===== src/hw/rtl/pcn_pkg.sv =====
// Shared types and constants of the pixel channel normalizer.
package pcn_pkg;

    localparam int MAX_FRAME_PIXELS = 1048576;

    localparam int CNT_W   = 20;
    localparam int FS_W    = 21;
    localparam int IDX_W   = 22;
    localparam int NORM_W  = 40;
    localparam int MEAN_W  = 16;
    localparam int RECIP_W = 24;
    localparam int NCH     = 3;

    localparam int PADDR_W = 6;
    localparam int PDATA_W = 64;

    // Queue depths are powers of two so the pointers wrap on their own.
    localparam int QUEUE_DEPTH = 2;
    localparam int QPTR_W      = $clog2(QUEUE_DEPTH);
    localparam int QCNT_W      = $clog2(QUEUE_DEPTH + 1);
    localparam int OUT_DEPTH   = 4;
    localparam int OPTR_W      = $clog2(OUT_DEPTH);
    localparam int OCNT_W      = $clog2(OUT_DEPTH + 1);

    // Pixel format codes.
    localparam logic [2:0] FMT_RGB  = 3'd0;
    localparam logic [2:0] FMT_BGR  = 3'd1;
    localparam logic [2:0] FMT_RGBA = 3'd2;
    localparam logic [2:0] FMT_BGRA = 3'd3;
    localparam logic [2:0] FMT_ARGB = 3'd4;
    localparam logic [2:0] FMT_ABGR = 3'd5;
    localparam logic [2:0] FMT_GRAY = 3'd6;

    // Register indexes.
    localparam logic [2:0] REG_PIXEL_FORMAT  = 3'd0;
    localparam logic [2:0] REG_PLANAR_LAYOUT = 3'd1;
    localparam logic [2:0] REG_OUTPUT_MODE   = 3'd2;
    localparam logic [2:0] REG_FRAME_SIZE    = 3'd3;
    localparam logic [2:0] REG_RED_NORM      = 3'd4;
    localparam logic [2:0] REG_GREEN_NORM    = 3'd5;
    localparam logic [2:0] REG_BLUE_NORM     = 3'd6;

    localparam logic OUT_BYTE = 1'b0;
    localparam logic OUT_Q16  = 1'b1;

    typedef struct packed {
        logic [2:0]                   pixel_format;
        logic                         planar_layout;
        logic                         output_mode;
        logic [FS_W-1:0]              frame_eff;
        logic [NCH-1:0][NORM_W-1:0]   norm;
    } cfg_t;

    typedef struct packed {
        logic [NCH-1:0][7:0] chan_byte;
        logic [1:0]          last_ch;
        logic [IDX_W-1:0]    base_idx;
    } pix_rec_t;

    typedef struct packed {
        logic full;
        logic empty;
    } q_status_t;

    typedef struct packed {
        logic [IDX_W-1:0] tensor_index;
        logic [31:0]      norm_value;
        logic             pixel_done;
    } result_t;

endpackage


===== src/hw/rtl/pcn_regs.sv =====
// Configuration registers behind the APB-style port.
module pcn_regs
(
    input  logic                          clk,
    input  logic                          rst_n,
    input  logic                          psel,
    input  logic                          penable,
    input  logic                          pwrite,
    input  logic [pcn_pkg::PADDR_W-1:0]   paddr,
    input  logic [pcn_pkg::PDATA_W-1:0]   pwdata,
    output logic [pcn_pkg::PDATA_W-1:0]   prdata,
    output logic                          pready,
    output pcn_pkg::cfg_t                 cfg
);

    logic [2:0]                                          fmt_reg, fmt_next;
    logic                                                planar_reg, planar_next;
    logic                                                mode_reg, mode_next;
    logic [pcn_pkg::FS_W-1:0]                            fsize_reg, fsize_next;
    logic [pcn_pkg::NCH-1:0][pcn_pkg::NORM_W-1:0]        norm_reg, norm_next;
    logic                                                wr_en;
    logic [2:0]                                          reg_sel;

    assign pready  = 1'b1;
    assign wr_en   = psel && penable && pwrite && pready;
    assign reg_sel = paddr[pcn_pkg::PADDR_W-1:3];

    always_comb
    begin
        fmt_next    = fmt_reg;
        planar_next = planar_reg;
        mode_next   = mode_reg;
        fsize_next  = fsize_reg;
        norm_next   = norm_reg;
        if (wr_en)
        begin
            case (reg_sel)
                pcn_pkg::REG_PIXEL_FORMAT:  fmt_next    = pwdata[2:0];
                pcn_pkg::REG_PLANAR_LAYOUT: planar_next = pwdata[0];
                pcn_pkg::REG_OUTPUT_MODE:   mode_next   = pwdata[0];
                pcn_pkg::REG_FRAME_SIZE:    fsize_next  = pwdata[pcn_pkg::FS_W-1:0];
                pcn_pkg::REG_RED_NORM:      norm_next[0] = pwdata[pcn_pkg::NORM_W-1:0];
                pcn_pkg::REG_GREEN_NORM:    norm_next[1] = pwdata[pcn_pkg::NORM_W-1:0];
                pcn_pkg::REG_BLUE_NORM:     norm_next[2] = pwdata[pcn_pkg::NORM_W-1:0];
                default:                    ;
            endcase
        end
    end

    always_ff @(posedge clk or negedge rst_n)
    begin
        if (!rst_n)
        begin
            fmt_reg    <= pcn_pkg::FMT_RGB;
            planar_reg <= 1'b0;
            mode_reg   <= pcn_pkg::OUT_BYTE;
            fsize_reg  <= pcn_pkg::FS_W'(1);
            for (int i = 0; i < pcn_pkg::NCH; i++)
            begin
                norm_reg[i] <= pcn_pkg::NORM_W'(65536);
            end
        end
        else
        begin
            fmt_reg    <= fmt_next;
            planar_reg <= planar_next;
            mode_reg   <= mode_next;
            fsize_reg  <= fsize_next;
            norm_reg   <= norm_next;
        end
    end

    always_comb
    begin
        case (reg_sel)
            pcn_pkg::REG_PIXEL_FORMAT:  prdata = pcn_pkg::PDATA_W'(fmt_reg);
            pcn_pkg::REG_PLANAR_LAYOUT: prdata = pcn_pkg::PDATA_W'(planar_reg);
            pcn_pkg::REG_OUTPUT_MODE:   prdata = pcn_pkg::PDATA_W'(mode_reg);
            pcn_pkg::REG_FRAME_SIZE:    prdata = pcn_pkg::PDATA_W'(fsize_reg);
            pcn_pkg::REG_RED_NORM:      prdata = pcn_pkg::PDATA_W'(norm_reg[0]);
            pcn_pkg::REG_GREEN_NORM:    prdata = pcn_pkg::PDATA_W'(norm_reg[1]);
            pcn_pkg::REG_BLUE_NORM:     prdata = pcn_pkg::PDATA_W'(norm_reg[2]);
            default:                    prdata = '0;
        endcase
    end

    // Clamp frame size to 1..MAX_FRAME_PIXELS.
    always_comb
    begin
        cfg.pixel_format  = fmt_reg;
        cfg.planar_layout = planar_reg;
        cfg.output_mode   = mode_reg;
        cfg.norm          = norm_reg;
        if (fsize_reg == '0)
            cfg.frame_eff = pcn_pkg::FS_W'(1);
        else if (fsize_reg > pcn_pkg::FS_W'(pcn_pkg::MAX_FRAME_PIXELS))
            cfg.frame_eff = pcn_pkg::FS_W'(pcn_pkg::MAX_FRAME_PIXELS);
        else
            cfg.frame_eff = fsize_reg;
    end

endmodule


===== src/hw/rtl/pcn_front.sv =====
// Front end: accepts pixels, picks channel bytes and tracks the pixel counter.
module pcn_front
(
    input  logic                 clk,
    input  logic                 rst_n,
    input  pcn_pkg::cfg_t        cfg,
    input  logic                 push,
    input  logic [31:0]          pixel_word,
    input  logic                 frame_start,
    input  pcn_pkg::q_status_t   q_stat,
    output logic                 q_wr,
    output pcn_pkg::pix_rec_t    rec
);

    logic [pcn_pkg::CNT_W-1:0] cnt_reg, cnt_next;
    logic [pcn_pkg::CNT_W-1:0] cur_cnt;
    logic [pcn_pkg::CNT_W:0]   cnt_inc;
    logic [pcn_pkg::NCH-1:0][1:0] pos;
    logic                      gray;

    assign q_wr    = push && !q_stat.full;
    assign cur_cnt = frame_start ? '0 : cnt_reg;
    assign cnt_inc = {1'b0, cur_cnt} + (pcn_pkg::CNT_W+1)'(1);
    assign gray    = (cfg.pixel_format == pcn_pkg::FMT_GRAY);

    always_comb
    begin
        cnt_next = cnt_reg;
        if (q_wr)
        begin
            if (cnt_inc >= cfg.frame_eff)
                cnt_next = '0;
            else
                cnt_next = cnt_inc[pcn_pkg::CNT_W-1:0];
        end
    end

    always_ff @(posedge clk or negedge rst_n)
    begin
        if (!rst_n)
            cnt_reg <= '0;
        else
            cnt_reg <= cnt_next;
    end

    // Byte positions in R,G,B order; unknown codes read as RGB.
    always_comb
    begin
        case (cfg.pixel_format) inside
            pcn_pkg::FMT_BGR, pcn_pkg::FMT_BGRA: pos = {2'd0, 2'd1, 2'd2};
            pcn_pkg::FMT_ARGB:                   pos = {2'd3, 2'd2, 2'd1};
            pcn_pkg::FMT_ABGR:                   pos = {2'd1, 2'd2, 2'd3};
            pcn_pkg::FMT_GRAY:                   pos = {2'd0, 2'd0, 2'd0};
            default:                             pos = {2'd2, 2'd1, 2'd0};
        endcase
    end

    always_comb
    begin
        for (int c = 0; c < pcn_pkg::NCH; c++)
        begin
            rec.chan_byte[c] = pixel_word[{pos[c], 3'b000} +: 8];
        end
        rec.last_ch = gray ? 2'd0 : 2'(pcn_pkg::NCH - 1);
        if (cfg.planar_layout || gray)
            rec.base_idx = pcn_pkg::IDX_W'(cur_cnt);
        else
            rec.base_idx = pcn_pkg::IDX_W'({cur_cnt, 1'b0}) + pcn_pkg::IDX_W'(cur_cnt);
    end

endmodule


===== src/hw/rtl/pcn_queue.sv =====
// Short pixel queue between the front and back ends.
module pcn_queue
(
    input  logic                 clk,
    input  logic                 rst_n,
    input  logic                 wr,
    input  pcn_pkg::pix_rec_t    wr_rec,
    input  logic                 rd,
    output pcn_pkg::pix_rec_t    head,
    output pcn_pkg::q_status_t   q_stat
);

    pcn_pkg::pix_rec_t            mem_reg [pcn_pkg::QUEUE_DEPTH];
    logic [pcn_pkg::QPTR_W-1:0]   wr_ptr_reg, rd_ptr_reg;
    logic [pcn_pkg::QCNT_W-1:0]   cnt_reg, cnt_next;

    assign q_stat.full  = (cnt_reg == pcn_pkg::QCNT_W'(pcn_pkg::QUEUE_DEPTH));
    assign q_stat.empty = (cnt_reg == '0);
    assign head         = mem_reg[rd_ptr_reg];

    always_comb
    begin
        cnt_next = cnt_reg;
        if (wr && !rd)
            cnt_next = cnt_reg + pcn_pkg::QCNT_W'(1);
        else if (rd && !wr)
            cnt_next = cnt_reg - pcn_pkg::QCNT_W'(1);
    end

    always_ff @(posedge clk or negedge rst_n)
    begin
        if (!rst_n)
        begin
            wr_ptr_reg <= '0;
            rd_ptr_reg <= '0;
            cnt_reg    <= '0;
        end
        else
        begin
            cnt_reg <= cnt_next;
            if (wr)
                wr_ptr_reg <= wr_ptr_reg + pcn_pkg::QPTR_W'(1);
            if (rd)
                rd_ptr_reg <= rd_ptr_reg + pcn_pkg::QPTR_W'(1);
        end
    end

    always_ff @(posedge clk)
    begin
        if (wr)
            mem_reg[wr_ptr_reg] <= wr_rec;
    end

endmodule


===== src/hw/rtl/pcn_back.sv =====
// Back end: steps channels, multiplies, saturates and buffers results.
module pcn_back
(
    input  logic                        clk,
    input  logic                        rst_n,
    input  pcn_pkg::cfg_t               cfg,
    input  pcn_pkg::pix_rec_t           head,
    input  pcn_pkg::q_status_t          q_stat,
    output logic                        q_rd,
    input  logic                        pop,
    output logic                        empty,
    output logic [pcn_pkg::IDX_W-1:0]   tensor_index,
    output logic signed [31:0]          norm_value,
    output logic                        pixel_done
);

    // Channel sequencer
    logic [1:0]                   ch_reg, ch_next;
    logic [pcn_pkg::IDX_W-1:0]    acc_reg, acc_next;
    logic [pcn_pkg::IDX_W-1:0]    cur_idx, stride;
    logic                         issue, last;
    logic [pcn_pkg::NORM_W-1:0]   norm_sel;
    logic [7:0]                   byte_sel;

    // Stage 1: difference and reciprocal
    logic                         v1_reg;
    logic signed [16:0]           diff1_reg;
    logic [pcn_pkg::RECIP_W-1:0]  recip1_reg;
    logic [pcn_pkg::IDX_W-1:0]    idx1_reg;
    logic                         done1_reg;

    // Stage 2: product
    logic                         v2_reg;
    logic signed [40:0]           prod2_reg;
    logic [pcn_pkg::IDX_W-1:0]    idx2_reg;
    logic                         done2_reg;
    logic signed [40:0]           prod_full;

    // Saturation
    logic signed [41:0]           rnd;
    logic signed [33:0]           q_sh;
    logic [31:0]                  sat_val;

    // Result buffer
    pcn_pkg::result_t             res_reg [pcn_pkg::OUT_DEPTH];
    pcn_pkg::result_t             res_in;
    logic [pcn_pkg::OPTR_W-1:0]   wr_ptr_reg, rd_ptr_reg;
    logic [pcn_pkg::OCNT_W-1:0]   cnt_reg, cnt_next;
    logic [pcn_pkg::OCNT_W:0]     in_flight;
    logic                         out_rd;

    // Issue only while the result buffer has room for everything in flight.
    assign in_flight = (pcn_pkg::OCNT_W+1)'(cnt_reg) + (pcn_pkg::OCNT_W+1)'(v1_reg)
                     + (pcn_pkg::OCNT_W+1)'(v2_reg);
    assign issue     = !q_stat.empty && (in_flight < (pcn_pkg::OCNT_W+1)'(pcn_pkg::OUT_DEPTH));
    assign last      = (ch_reg == head.last_ch);
    assign q_rd      = issue && last;
    assign cur_idx   = (ch_reg == 2'd0) ? head.base_idx : acc_reg;
    assign stride    = cfg.planar_layout ? pcn_pkg::IDX_W'(cfg.frame_eff)
                                         : pcn_pkg::IDX_W'(1);
    assign norm_sel  = cfg.norm[ch_reg];
    assign byte_sel  = head.chan_byte[ch_reg];

    always_comb
    begin
        ch_next  = ch_reg;
        acc_next = acc_reg;
        if (issue)
        begin
            if (last)
                ch_next = 2'd0;
            else
                ch_next = ch_reg + 2'd1;
            acc_next = cur_idx + stride;
        end
    end

    always_ff @(posedge clk or negedge rst_n)
    begin
        if (!rst_n)
        begin
            ch_reg <= 2'd0;
            v1_reg <= 1'b0;
            v2_reg <= 1'b0;
        end
        else
        begin
            ch_reg <= ch_next;
            v1_reg <= issue;
            v2_reg <= v1_reg;
        end
    end

    assign prod_full = diff1_reg * $signed({1'b0, recip1_reg});

    always_ff @(posedge clk)
    begin
        acc_reg    <= acc_next;
        diff1_reg  <= $signed({1'b0, byte_sel, 8'h00})
                    - $signed({1'b0, norm_sel[pcn_pkg::NORM_W-1:pcn_pkg::RECIP_W]});
        recip1_reg <= norm_sel[pcn_pkg::RECIP_W-1:0];
        idx1_reg   <= cur_idx;
        done1_reg  <= last;
        prod2_reg  <= prod_full;
        idx2_reg   <= idx1_reg;
        done2_reg  <= done1_reg;
    end

    // Round half away from zero: +128 for positive, +127 for negative, then shift.
    assign rnd  = 42'(prod2_reg) + (prod2_reg[40] ? 42'sd127 : 42'sd128);
    assign q_sh = rnd[41:8];

    always_comb
    begin
        if (cfg.output_mode == pcn_pkg::OUT_Q16)
        begin
            if (q_sh[33:31] == 3'b000 || q_sh[33:31] == 3'b111)
                sat_val = q_sh[31:0];
            else if (q_sh[33])
                sat_val = 32'h8000_0000;
            else
                sat_val = 32'h7FFF_FFFF;
        end
        else
        begin
            if (prod2_reg[40] || prod2_reg == '0)
                sat_val = 32'd0;
            else if (prod2_reg[39:32] != 8'd0)
                sat_val = 32'd255;
            else
                sat_val = {24'd0, prod2_reg[31:24]};
        end
    end

    assign res_in.tensor_index = idx2_reg;
    assign res_in.norm_value   = sat_val;
    assign res_in.pixel_done   = done2_reg;

    assign out_rd = pop && (cnt_reg != '0);

    always_comb
    begin
        cnt_next = cnt_reg;
        if (v2_reg && !out_rd)
            cnt_next = cnt_reg + pcn_pkg::OCNT_W'(1);
        else if (out_rd && !v2_reg)
            cnt_next = cnt_reg - pcn_pkg::OCNT_W'(1);
    end

    always_ff @(posedge clk or negedge rst_n)
    begin
        if (!rst_n)
        begin
            wr_ptr_reg <= '0;
            rd_ptr_reg <= '0;
            cnt_reg    <= '0;
        end
        else
        begin
            cnt_reg <= cnt_next;
            if (v2_reg)
                wr_ptr_reg <= wr_ptr_reg + pcn_pkg::OPTR_W'(1);
            if (out_rd)
                rd_ptr_reg <= rd_ptr_reg + pcn_pkg::OPTR_W'(1);
        end
    end

    always_ff @(posedge clk)
    begin
        if (v2_reg)
            res_reg[wr_ptr_reg] <= res_in;
    end

    assign empty        = (cnt_reg == '0);
    assign tensor_index = res_reg[rd_ptr_reg].tensor_index;
    assign norm_value   = $signed(res_reg[rd_ptr_reg].norm_value);
    assign pixel_done   = res_reg[rd_ptr_reg].pixel_done;

endmodule


===== src/hw/rtl/pixel_channel_normalizer.sv =====
// Top level of the per-channel mean / standard-deviation normalizer.
//
//  channel   | handshake                     | payload
//  ----------+-------------------------------+----------------------------------------
//  pixel in  | push / full                   | pixel_word, frame_start
//  result    | empty / pop                   | tensor_index, norm_value, pixel_done
//  config    | psel, penable, pwrite, pready | paddr, pwdata, prdata (64-bit, 8*i map)
//
// A color pixel gives 3 channel results, a gray pixel 1. While a pixel waits and the
// result buffer has room, the back-end channel sequencer issues one multiply per cycle.
// A result is visible once it has passed the pixel queue, stage 1, stage 2 and the buffer.
// Reset clears the counter, queues and registers; no clearing pass is needed.
// A stalled result side fills the 4-entry result buffer, then the 2-entry pixel
// queue, and only then raises full.
module pixel_channel_normalizer
(
    input  logic                          clk,
    input  logic                          rst_n,
    input  logic                          psel,
    input  logic                          penable,
    input  logic                          pwrite,
    input  logic [pcn_pkg::PADDR_W-1:0]   paddr,
    input  logic [pcn_pkg::PDATA_W-1:0]   pwdata,
    output logic [pcn_pkg::PDATA_W-1:0]   prdata,
    output logic                          pready,
    input  logic                          push,
    output logic                          full,
    input  logic [31:0]                   pixel_word,
    input  logic                          frame_start,
    output logic                          empty,
    input  logic                          pop,
    output logic [pcn_pkg::IDX_W-1:0]     tensor_index,
    output logic signed [31:0]            norm_value,
    output logic                          pixel_done
);

    pcn_pkg::cfg_t       cfg;
    pcn_pkg::pix_rec_t   wr_rec;
    pcn_pkg::pix_rec_t   head;
    pcn_pkg::q_status_t  q_stat;
    logic                q_wr;
    logic                q_rd;

    assign full = q_stat.full;

    pcn_regs u_regs
    (
        .clk     (clk),
        .rst_n   (rst_n),
        .psel    (psel),
        .penable (penable),
        .pwrite  (pwrite),
        .paddr   (paddr),
        .pwdata  (pwdata),
        .prdata  (prdata),
        .pready  (pready),
        .cfg     (cfg)
    );

    pcn_front u_front
    (
        .clk         (clk),
        .rst_n       (rst_n),
        .cfg         (cfg),
        .push        (push),
        .pixel_word  (pixel_word),
        .frame_start (frame_start),
        .q_stat      (q_stat),
        .q_wr        (q_wr),
        .rec         (wr_rec)
    );

    pcn_queue u_queue
    (
        .clk    (clk),
        .rst_n  (rst_n),
        .wr     (q_wr),
        .wr_rec (wr_rec),
        .rd     (q_rd),
        .head   (head),
        .q_stat (q_stat)
    );

    pcn_back u_back
    (
        .clk          (clk),
        .rst_n        (rst_n),
        .cfg          (cfg),
        .head         (head),
        .q_stat       (q_stat),
        .q_rd         (q_rd),
        .pop          (pop),
        .empty        (empty),
        .tensor_index (tensor_index),
        .norm_value   (norm_value),
        .pixel_done   (pixel_done)
    );

endmodule


===== config.mk =====
export PLATFORM = sky130hd
export DESIGN_NAME = pixel_channel_normalizer
export DESIGN_NICKNAME = d
export VERILOG_FILES = /design/src/hw/rtl/pcn_pkg.sv /design/src/hw/rtl/pcn_regs.sv /design/src/hw/rtl/pcn_front.sv /design/src/hw/rtl/pcn_queue.sv /design/src/hw/rtl/pcn_back.sv /design/src/hw/rtl/pixel_channel_normalizer.sv
export SDC_FILE = /design/constraint.sdc
export NUM_CORES = 2
export LEC_CHECK = 0
export BUFFER_PORTS_ARGS = -buffer_cell sky130_fd_sc_hd__buf_4
export CAP_MARGIN = 15
export CORE_MARGIN = 8
export CORE_UTILIZATION = 30
export CTS_CLUSTER_SIZE = 20
export DETAILED_ROUTE_END_ITERATION = 16
export SLEW_MARGIN = 10
export SYNTH_ARGS = -nofsm -noshare
export SYNTH_HDL_FRONTEND = slang
export SYNTH_SLANG_ARGS = --single-unit
export TNS_END_PERCENT = 20

===== constraint.sdc =====
create_clock -name clk -period 11.6 [get_ports clk]
set_input_delay 2.32 -clock clk [delete_from_list [all_inputs] [get_ports clk]]
set_output_delay 2.32 -clock clk [all_outputs]
set_load 0.01 [all_outputs]

# After elaboration in Yosys (flattened, before gate mapping)
# Memories as Yosys holds them, arrays and structs flattened.
# Cells that the tools add are included.
# Widths: inputs -> output; s select.
[classes] addsub=16 multipliers=1 div_mod_pow=0 magnitude_cmp=4 eq_ne=14 shifts=3 n_mux=32 bitwise_logic=0 n_reduce_logical=38
[ops] cell="$pmux 40 s7" n=1
[ops] cell="$mux 32" n=4
[ops] cell="$shiftx 32x6->8" n=3
[ops] cell="$bmux 40 s2" n=1
[ops] cell="$mux 21" n=3
[ops] cell="$mux 22" n=2
[ops] cell="$add 41x9->42" n=1
[ops] cell="$logic_not 41->1" n=1
[ops] cell="$mul 17x25->41" n=1
[ops] cell="$mux 20" n=2
[ops] cell="$mux 40" n=1
[ops] cell="$mux 6" n=4
[ops] cell="$mux 8" n=3
[ops] cell="$add 21x20->22" n=1
[ops] cell="$add 22x22->22" n=1
[ops] cell="$add 20x1->21 const B" n=1
[ops] cell="$eq 3x3->1 const B" n=7
[ops] cell="$ge 21x21->1" n=1
[ops] cell="$gt 21x21->1 const B" n=1
[ops] cell="$logic_not 21->1" n=1
[ops] cell="$sub 16x16->17" n=1
[ops] cell="$bmux 8 s2" n=1
[ops] cell="$reduce_and 2->1" n=7
[ops] cell="$logic_and 1x1->1" n=10
[ops] cell="24 further kinds" n=49
[totals] regBits=331 latchBits=0 ramBits=316 rom_bits=0 out_inout_bits=122 elab_cells=135 memories=2
[mem_list] name="u_back.res_reg" depth=4 word_bits=55 rd=1 rd_clocked_by_memory_dff=0 write_ports=1 line_no="pcn_back.sv:45" text="pcn_pkg::result_t res_reg [pcn_pkg::OUT_DEPTH];"
[mem_list] name="u_queue.mem_reg" depth=2 word_bits=48 rd=1 rd_clocked_by_memory_dff=0 write_ports=1 line_no="pcn_queue.sv:13" text="pcn_pkg::pix_rec_t mem_reg [pcn_pkg::QUEUE_DEPTH];"

# Logic depth before layout (Yosys ltp)
[depth] ltp_word=8 mapped_depth=24 mapped_depth_nobuf=23

# Modules after synthesis
# From an unflattened synthesis, not the netlist that was laid out.
[hier_totals] hier_cells=3730 hier_area_um2=43267.7
[modules_own_cells] module="pcn_back" instances=1 cells_per_inst=2594 area_per_inst_um2=29034.1 seq_area_each_um2=10104.7
[modules_own_cells] module="pcn_regs" instances=1 cells_per_inst=546 area_per_inst_um2=7136.8 seq_area_each_um2=3658.5
[modules_own_cells] module="pcn_queue" instances=1 cells_per_inst=165 area_per_inst_um2=3696.0 seq_area_each_um2=2982.9
[modules_own_cells] module="pcn_front" instances=1 cells_per_inst=425 area_per_inst_um2=3400.8 seq_area_each_um2=500.5

# Worst setup path before layout
# OpenSTA, ideal clock, no wires.
[synth_path] kind="input -> output" from="input port paddr[3] (netlist name)" to="output port prdata[11] (netlist name)" arrival_time_ps=3808 required_time_ps=9280 setup_slack_ps=5472 stages=8 path_buffers=4 path_cell_list="clkbuf_1 > nor2b_1 > clkbuf_1 > and2_1 > clkbuf_1 > buf_1 > a22oi_1 > nand2_1"
[synth_between] elab_chain_len=2 word_cells_on_any_way=8 cone_classes="eq/ne: 6; mux: 1; reduce/logical: 1"
[synth_rtl] element="start: declaration" line_no="pixel_channel_normalizer.sv:22" text="input logic [pcn_pkg::PADDR_W-1:0] paddr,"
[synth_rtl] element="$eq 3x3->1, or another cell as far along" line_no="pcn_regs.sv:75" text="case (reg_sel)"
[synth_rtl] element="$pmux 40 s7 (*)" line_no="pcn_regs.sv:75"
[synth_rtl] element="end: declaration" line_no="pixel_channel_normalizer.sv:24" text="output logic [pcn_pkg::PDATA_W-1:0] prdata,"
# Mark *: on every way between the ends. The rest lies on a longest branch, timed or not.

# Worst setup path after layout
[layout_path] from="input port paddr[3] (netlist name)" to="output port prdata[9] (netlist name)"
# The elaborated chain is that of the path after synthesis.

==> impl_metrics.py <==
metrics = {
    "worst_setup_path": {
        "crit_type": "in2out",
        "reg2reg_from": "u_back.diff1_reg[16]",
        "r2r_end": "u_back.prod2_reg[40]",
        "required_ps": 9280,
        "r2r_slack_ps": 4630,
        "reg2reg_depth": 19,
        "cp_max_fo": 26,
        "arrival_ps": 4980,
        "cp-start-kind": "primary input",
        "end_kind": "output pin",
    },
    "min_path": {
        "hold_depth": 0,
        "hold_end": "u_back.idx2_reg[0]",
        "worst_hold_path_type": "reg2reg",
        "holdCritStartpoint": "u_back.idx1_reg[0]",
    },
    "drt": {
        "drc_errors": 0,
        "wl_um": 113600,
        "drtIter0Drc": 1593,
        "first_pass_iters": 5,
        "viasPerCell": 4.813,
        "antenna_left": 0,
        "dr_total_vias": 27602,
        "wl_per_cell_um": 19.80,
    },
    "synth": {
        "synthTopCellsByArea": "edfxtp_1 (24%), fa_1 (16%), dfrtp_1 (10%)",
        "async_reset_ff_share_pct": 28.06,
        "avgSynthCellArea_um2": 11.51,
        "yosysMostFrequentCell": "inv_1",
        "yosys-top-cells-count": "inv_1 (423), nand2_1 (380), edfxtp_1 (336)",
        "synth_edf_count": 336,
        "yosysSeqAreaShare_pct": 40.72,
        "synth_cell_types": 79,
        "syn_inst": 3667,
        "synth_ff_type": "edfxtp_1",
        "synth_top_area_cell": "edfxtp_1",
        "ys_ff_latch": 645,
        "synthDominantCellAreaShare_pct": 23.90,
        "yosys_warnings": 0,
        "synthesis.area_mm2": 0.04221,
    },
    "outcome": {
        "run_status": "complete, no violations",
    },
    "placed_design": {
        "place_congestion": 0.8507,
        "hpwl_um": 82540,
        "place_inst": 5606,
        "port_buffers": 179,
    },
    "global_routing": {
        "grt_max_degree": 75,
        "grt_use_total_pct": 14.69,
        "grt_pass1_vias": 28863,
        "grt_pass1_wl_um": 174800,
        "grt-ovfl-total": 0,
        "antenna_found_initial": 15,
    },
    "layout": {
        "syn2layout_area_growth_pct": 13.71,
        "drive_gt1_share_pct": 15.80,
        "fin_util_pct": 34.40,
        "stdcell_count": 5735,
        "fin_nets": 4466,
        "largest_register_ffs": 220,
        "fillers": 13879,
    },
    "sta": {
        "hold_viol_final": 0,
        "finalSetupViolations": 0,
        "rsz0062_at_grt": "false",
        "fin_crit_ps": 7299,
        "finClkSkew_ps": 46.21,
        "fmax_ghz": 0.1370,
        "tns_ps": 0,
        "relSlewSlack_pct": 18.70,
        "tightestPinTransition_ps": 1218,
        "finalCritPeriodShare_pct": 62.92,
        "slew_viol_final": 0,
    },
    "clocking": {
        "clk_path_buf_depth": 3,
        "path_clk_slew_ps": 60,
        "numCtsBuffers": 68,
        "cts_tree": "done",
        "holdBufCountCts": 0,
        "cts_resized": 0,
        "clk-insertion-delay-late_ps": 670,
        "cts-root-buf": "clkbuf_16",
        "htreeDepth": 3,
        "clock_sinks": 645,
        "cts_setup_buffers": 0,
    },
    "floorplan": {
        "die_w_um": 391.1,
        "core_area_mm2": 0.1395,
        "dieArea_mm2": 0.1530,
        "num_rows": 137,
        "ioPinCount": 232,
        "start_util_pct": 30.25,
        "dieHeight_um": 391.1,
    },
    "flow_run": {
        "cap_violations": 0,
    },
}
-- cell usage in the layout, fill, tap and decap left out, types with 48 or more instances in the layout --
master,count
nor2_1,115
a21oi_1,126
and2_1,210
dfxtp_1,128
xnor2_1,89
xor2_1,48
ha_1,223
buf_4,222
fa_1,332
dfrtp_1,173
edfxtp_1,336
clkbuf_16,69
nand2_1,380
inv_1,423
o21ai_0,118
mux4_2,80
mux2_2,151
mux2i_1,91
-- worst max-delay path, stage by stage --
cell and delay, ps:
buf_4 310, nor2b_4 790, and2_1 900, a22oi_1 210, nand2_1 250, buf_4 170
-- area by class of cell --
| type | instances | area (µm²) | share of cell area [%] |
|---|---|---|---|
| Antenna cell | 4 | 10.01 | 0.02086 |
| Clock buffer | 100 | 2013 | 4.195 |
| Tap cell | 1876 | 2347 | 4.891 |
| Timing Repair Buffer | 224 | 1688 | 3.517 |
| Multi-Input combinational cell | 2438 | 22770 | 47.45 |
| Inverter | 424 | 1592 | 3.316 |
| Sequential cell | 645 | 17190 | 35.83 |
| Clock inverter | 24 | 379.1 | 0.7899 |
-- kinds of logic after synthesis --
logic type	after synthesis	synth area share, %
AND/OR/NAND/NOR	917	10.62
flip-flops	645	40.72
buffers and inverters	607	5.698
adder cells (fa/ha/maj)	556	22.38
AO/OA/AOI/OAI	480	7.233
multiplexers	322	10.46
XOR/XNOR	138	2.881
other	2	0.01779
-- metal layers --
metal  part of all wire, %  vias to the layer above  global-route usage (%)
li1                      -                    12652                       -
met1                    44                    13860                   19.63
met2                    45                      893                   23.35
met3                   8.3                      179                   4.032
met4                   2.7                       18                   4.298
met5                  0.11                        -                       0
-- through the flow --
| step | worst slack, ps | hold WS [ps] | area (µm²) |
|---|---|---|---|
| 5_1_grt | 4268 | 332.1 | 47980 |
| 4_1_cts | 4385 | 325.7 | 47980 |
| 6_report | 4301 | 326.1 | 47990 |
| 3_5_place_dp | 4388 | 312.1 | 45580 |
| 3_3_place_gp | 4337 | 310.6 | 45580 |
| 2_1_floorplan | 5472 | 309.6 | 42290 |
-- how the worst max path moves through the flow --
stage | from | end | slack, ps | cells after the start
after global routing | paddr[3] | prdata[8] | 4270 | 6
final | paddr[3] | prdata[9] | 4300 | 6
after CTS | paddr[3] | prdata[3] | 4380 | 6
after detailed placement | paddr[3] | prdata[3] | 4390 | 6
after global placement | paddr[3] | prdata[9] | 4340 | 6
after floorplan | paddr[3] | prdata[11] | 5470 | 8
Power is not shown: default switching activity piles up to over one toggle a cycle in this logic, so the estimate is an artifact.
